**src/rtl/core/pgdh_pkg.sv**
```systemverilog
`timescale 1ns / 1ps
package pgdh_pkg;

  localparam int POS_W     = 32;
  localparam int SCALE_W   = 24;
  localparam int BINS_W    = 6;
  localparam int TIME_W    = 32;
  localparam int FRAC_W    = 32;
  localparam int RADDR_W   = 15;
  localparam int FRAMES_W  = 24;
  localparam int CFG_AW    = 5;
  localparam int REG_IDX_W = 3;

  localparam logic [FRAMES_W-1:0] FRAME_MAX = '1;
  localparam logic [SCALE_W-1:0]  SCALE_RST = 24'h01_0000;
  localparam logic [BINS_W-1:0]   BINS_RST  = 6'd1;

  localparam logic [1:0] ACT_HEADER = 2'd0;
  localparam logic [1:0] ACT_ATOM   = 2'd1;
  localparam logic [1:0] ACT_READ   = 2'd2;

  localparam logic [REG_IDX_W-1:0] REG_SCALE_X = 3'd0;
  localparam logic [REG_IDX_W-1:0] REG_SCALE_Y = 3'd1;
  localparam logic [REG_IDX_W-1:0] REG_SCALE_Z = 3'd2;
  localparam logic [REG_IDX_W-1:0] REG_BINS_X  = 3'd3;
  localparam logic [REG_IDX_W-1:0] REG_BINS_Y  = 3'd4;
  localparam logic [REG_IDX_W-1:0] REG_BINS_Z  = 3'd5;
  localparam logic [REG_IDX_W-1:0] REG_WIN_LO  = 3'd6;
  localparam logic [REG_IDX_W-1:0] REG_WIN_HI  = 3'd7;

  typedef struct packed {
    logic [SCALE_W-1:0] scale_x;
    logic [SCALE_W-1:0] scale_y;
    logic [SCALE_W-1:0] scale_z;
    logic [BINS_W-1:0]  bins_x;
    logic [BINS_W-1:0]  bins_y;
    logic [BINS_W-1:0]  bins_z;
    logic [TIME_W-1:0]  window_start;
    logic [TIME_W-1:0]  window_end;
  } cfg_t;

  // request travelling alongside the datapath
  typedef struct packed {
    logic                valid;
    logic                is_read;
    logic                in_range;
    logic [RADDR_W-1:0]  raddr;
    logic [FRAMES_W-1:0] frames;
    logic                closed;
  } side_t;

endpackage

```
**src/rtl/core/pgdh_regs.sv**
```systemverilog
`timescale 1ns / 1ps
module pgdh_regs import pgdh_pkg::*; (
  input  logic              clk,
  input  logic              rst,
  input  logic              psel,
  input  logic              penable,
  input  logic              pwrite,
  input  logic [CFG_AW-1:0] paddr,
  input  logic [31:0]       pwdata,
  output logic [31:0]       prdata,
  output logic              pready,
  output cfg_t              cfg
);

  logic                 wr;
  logic [REG_IDX_W-1:0] idx;

  assign pready = 1'b1;
  assign wr     = psel & penable & pwrite & pready;
  assign idx    = paddr[CFG_AW-1:2];

  always_ff @(posedge clk) begin
    if (rst) begin
      cfg.scale_x      <= SCALE_RST;
      cfg.scale_y      <= SCALE_RST;
      cfg.scale_z      <= SCALE_RST;
      cfg.bins_x       <= BINS_RST;
      cfg.bins_y       <= BINS_RST;
      cfg.bins_z       <= BINS_RST;
      cfg.window_start <= '0;
      cfg.window_end   <= '0;
    end else if (wr) begin
      case (idx)
        REG_SCALE_X: cfg.scale_x      <= pwdata[SCALE_W-1:0];
        REG_SCALE_Y: cfg.scale_y      <= pwdata[SCALE_W-1:0];
        REG_SCALE_Z: cfg.scale_z      <= pwdata[SCALE_W-1:0];
        REG_BINS_X:  cfg.bins_x       <= pwdata[BINS_W-1:0];
        REG_BINS_Y:  cfg.bins_y       <= pwdata[BINS_W-1:0];
        REG_BINS_Z:  cfg.bins_z       <= pwdata[BINS_W-1:0];
        REG_WIN_LO:  cfg.window_start <= pwdata[TIME_W-1:0];
        REG_WIN_HI:  cfg.window_end   <= pwdata[TIME_W-1:0];
        default: ;
      endcase
    end
  end

  always_comb begin
    case (idx)
      REG_SCALE_X: prdata = 32'(cfg.scale_x);
      REG_SCALE_Y: prdata = 32'(cfg.scale_y);
      REG_SCALE_Z: prdata = 32'(cfg.scale_z);
      REG_BINS_X:  prdata = 32'(cfg.bins_x);
      REG_BINS_Y:  prdata = 32'(cfg.bins_y);
      REG_BINS_Z:  prdata = 32'(cfg.bins_z);
      REG_WIN_LO:  prdata = cfg.window_start;
      REG_WIN_HI:  prdata = cfg.window_end;
      default:     prdata = '0;
    endcase
  end

endmodule

```
**config.mk**
```make
export PLATFORM = sky130hd
export DESIGN_NAME = pgdh_regs
export DESIGN_NICKNAME = d
export VERILOG_FILES = /design/src/rtl/core/pgdh_pkg.sv /design/src/rtl/core/pgdh_regs.sv
export SDC_FILE = /design/constraint.sdc
export NUM_CORES = 1
export LEC_CHECK = 0
export BUFFER_PORTS_ARGS = -buffer_cell sky130_fd_sc_hd__buf_2
export CORE_UTILIZATION = 50
export CTS_CLUSTER_DIAMETER = 60
export DETAILED_ROUTE_END_ITERATION = 12
export PLACE_DENSITY = 0.91
export SYNTH_ARGS = -nofsm -noshare
export SYNTH_HDL_FRONTEND = slang
export SYNTH_SLANG_ARGS = --single-unit
```
**constraint.sdc**
```tcl
create_clock -name clk -period 5 [get_ports clk]
set_clock_uncertainty 0.15 [all_clocks]
set_input_delay 1 -clock clk [delete_from_list [all_inputs] [get_ports clk]]
set_output_delay 1 -clock clk [all_outputs]
set_load 0.01 [all_outputs]
```
==> results_dict.tcl <==
set metrics [dict create \
    clock_path_buffers 2 \
    viasPerCell 5.66 \
    cts.sink_count 154 \
    min-delay-path-class "flip-flop to flip-flop" \
    drt_drc_violations_left 0 \
    insertion_delay_ns 0.42 \
    num_io_pins 229 \
    std_cell_rows 41 \
    syn_inst 874 \
    hold_buffers 0 \
    post_dp_cell_area_mm2 0.00777 \
    synth_compound_gate_area_share 0.179 \
    finalCriticalPeriod_ns 4.09 \
    seq_area_frac_synth 0.460 \
    antenna_left 0 \
    cts_setup_buffers 0 \
    reg2reg_depth 2 \
    floorplan.die.width_um 118 \
    synth_xor_xnor_area_share 0 \
    grt_pass1_wl_um 32200 \
    setup.reg_to_reg.worst_slack_ns 4.13 \
    detailedPlacementHpwl_um 13500 \
    synth.lib_cells_used.distinct 30 \
    detail_route.iter0.violations 844 \
    commonest_non_fill_non_tap_cell_in_the_layout "nand2_1" \
    cp_data_required_time_ns 3.85 \
    regToRegStartpoint "cfg[113]" \
    start_util 0.522 \
    basic_gate_share_of_the_synthesized_area_counting_and_or_nand_and_nor_cells 0.218 \
    finalNetCount 1093 \
    tritoncts "yes" \
    number_of_diodes 0 \
    via_count_of_the_first_global_routing_pass 6211 \
    gp_congestion 0.830 \
    max_cap_viol 0 \
    total_power_consumption_of_the_routed_design_mw 2.77 \
    postLayoutCellArea_mm2 0.00839 \
    totalWireLength_um 20800 \
    floorplan.core_area_mm2 0.0128 \
    synth-adder-area-share 0 \
    final.hold.worst_slack_ns 0.316 \
    post_cts_resized 0 \
    layout-drive-gt1-share 0.261 \
    power.static_leakage_nw 3.60 \
    avgSynthCellArea_um2 7.66 \
    final_min_period_over_clock_period 0.817 \
    critical_path.reg2reg.endpoint "cfg[113]" \
    flip_flop_count_of_the_largest_register_after_layout 154 \
    fin_setup_tns_ns 0 \
    synth_mux_area_frac 0.0833 \
    relSlewSlack 0.240 \
    timing.critical_path.to "prdata[4]" \
    largest-register "cfg" \
    synthDominantCellAreaShare 0.460 \
    post_synth_instance_area_mm2 0.00670 \
    combinational_family_with_the_most_area_after_synthesis "simple AND/OR/NAND/NOR gates" \
    mostFrequentLayoutCells "290 x nand2_1, 223 x buf_2, 167 x a21oi_1" \
    wl_per_cell_um 16.9 \
    largest_registers "cfg x154" \
    worst-slew-pin-transition_ns 1.14 \
    cp_max_fo 48 \
    detailedRoute.firstPassIterationCount 5 \
    fill_cells 1085 \
    grt_max_degree 72 \
    die_outline_area_mm2 0.0139 \
    setup_violations_final 0 \
    criticalPathCategory "input pin to primary output" \
    cts_htree_levels 4 \
    overflow 0 \
    yosys_register_bits 154 \
    num_cts_buffers 17 \
    worstSetupEndpointType "primary output" \
    areaGrowthSynthToFinish_pct 25.3 \
    cts.root.buffer_cell "clkbuf_16" \
    drv_slew 0 \
    groute.usage.overall 0.292 \
    clk_pin_slew_worst_paths_ns 0.06 \
    route.vias.total 6986 \
    cell_type_contributing_the_most_total_cell_area_after_synthesis "dfxtp_1" \
    critical_path.startpoint_type "input pin" \
    worst_setup_path_startpoint "paddr[2]" \
    power_density_mw_per_mm2 330 \
    timing.critical_path.arrival_ns 2.94 \
    synthTopCellsByArea "dfxtp_1 46%, nand2_1 16%, a21oi_1 12%" \
    ir_drop_mv 0.232 \
    status "completed" \
    io_buffers 225 \
    fmax_ghz 0.245 \
    yosys_warnings 0 \
    synth_edf_count 0 \
    die_h_um 118 \
    hold_violations 0 \
    grt_antenna_before_repair 0 \
    synth.net_count 916 \
    setup_repair_after_global_routing_missed_its_margin "no" \
    postSynth.topFlopCell "dfxtp_1" \
    share_of_the_core_filled_with_cells_in_the_final_layout 0.654 \
    async_flop_share 0 \
]
[through the flow]
stage	worst slack, ns	cells
2_1_floorplan	1.85	874
3_3_place_gp	1.04	1204
3_5_place_dp	1.02	1204
4_1_cts	1.01	1234
5_1_grt	0.805	1234
6_report	0.915	1234
[logic make-up after synthesis]
| family | count (synthesis) |
|---|---|
| and+or+nand+nor | 360 |
| AOI/OAI and AO/OA | 221 |
| DFF | 154 |
| buffers and inverters | 83 |
| muxes | 55 |
| other | 1 |
[cells in the mapped netlist, types with 4 or more instances]
library cell and count:
a21oi_1 167, a221oi_1 12, a22o_1 6, buf_2 44, buf_4 6, clkbuf_1 23
dfxtp_1 154, inv_1 6, mux2_2 6, mux2i_1 49, nand2_1 290, nand3b_1 6
nor2_1 43, o21ai_0 18, o22ai_1 17, or3_1 4
[critical path, cell delays in order]
cell and delay [ns]:
buf_4 0.54, nand2b_1 0.36, nor2_1 0.52, a221oi_1 0.17, nor2_1 0.17, buf_2 0.16
[worst min path at each step]
stage	from	end	cells after the start	slack, ns
5_1_grt	cfg[25]	cfg[25]	2	0.34
4_1_cts	cfg[128]	cfg[128]	2	0.32
3_3_place_gp	cfg[55]	cfg[55]	2	0.30
3_5_place_dp	cfg[128]	cfg[128]	2	0.31
2_1_floorplan	cfg[136]	cfg[136]	2	0.34
6_report	cfg[11]	cfg[11]	2	0.32
[metal layers]
layer	share of wire	global-route usage
met1	0.41	0.369
met2	0.49	0.483
met3	0.079	0.0572
met4	0.022	0.123
met5	0	0
[report_power, final]
| part | switching, mW | leakage [nW] | internal, mW |
|---|---|---|---|
| Clock | 0.482 | 0.303 | 0.870 |
| Combinational | 0.117 | 2.06 | 0.0526 |
| Sequential | 0.00739 | 1.24 | 1.24 |
[area by class of cell]
cell class                 instances  area, µm²  area share
multi-input combinational        637       3230       0.385
sequential                       154       3080       0.367
tap                              172        215      0.0256
clock buffer                      23        478      0.0570
clock inverter                     7        139      0.0166
timing repair buffer             235       1220       0.145
inverter                           6       22.5     0.00268
Power figures use the tool's default switching activity.
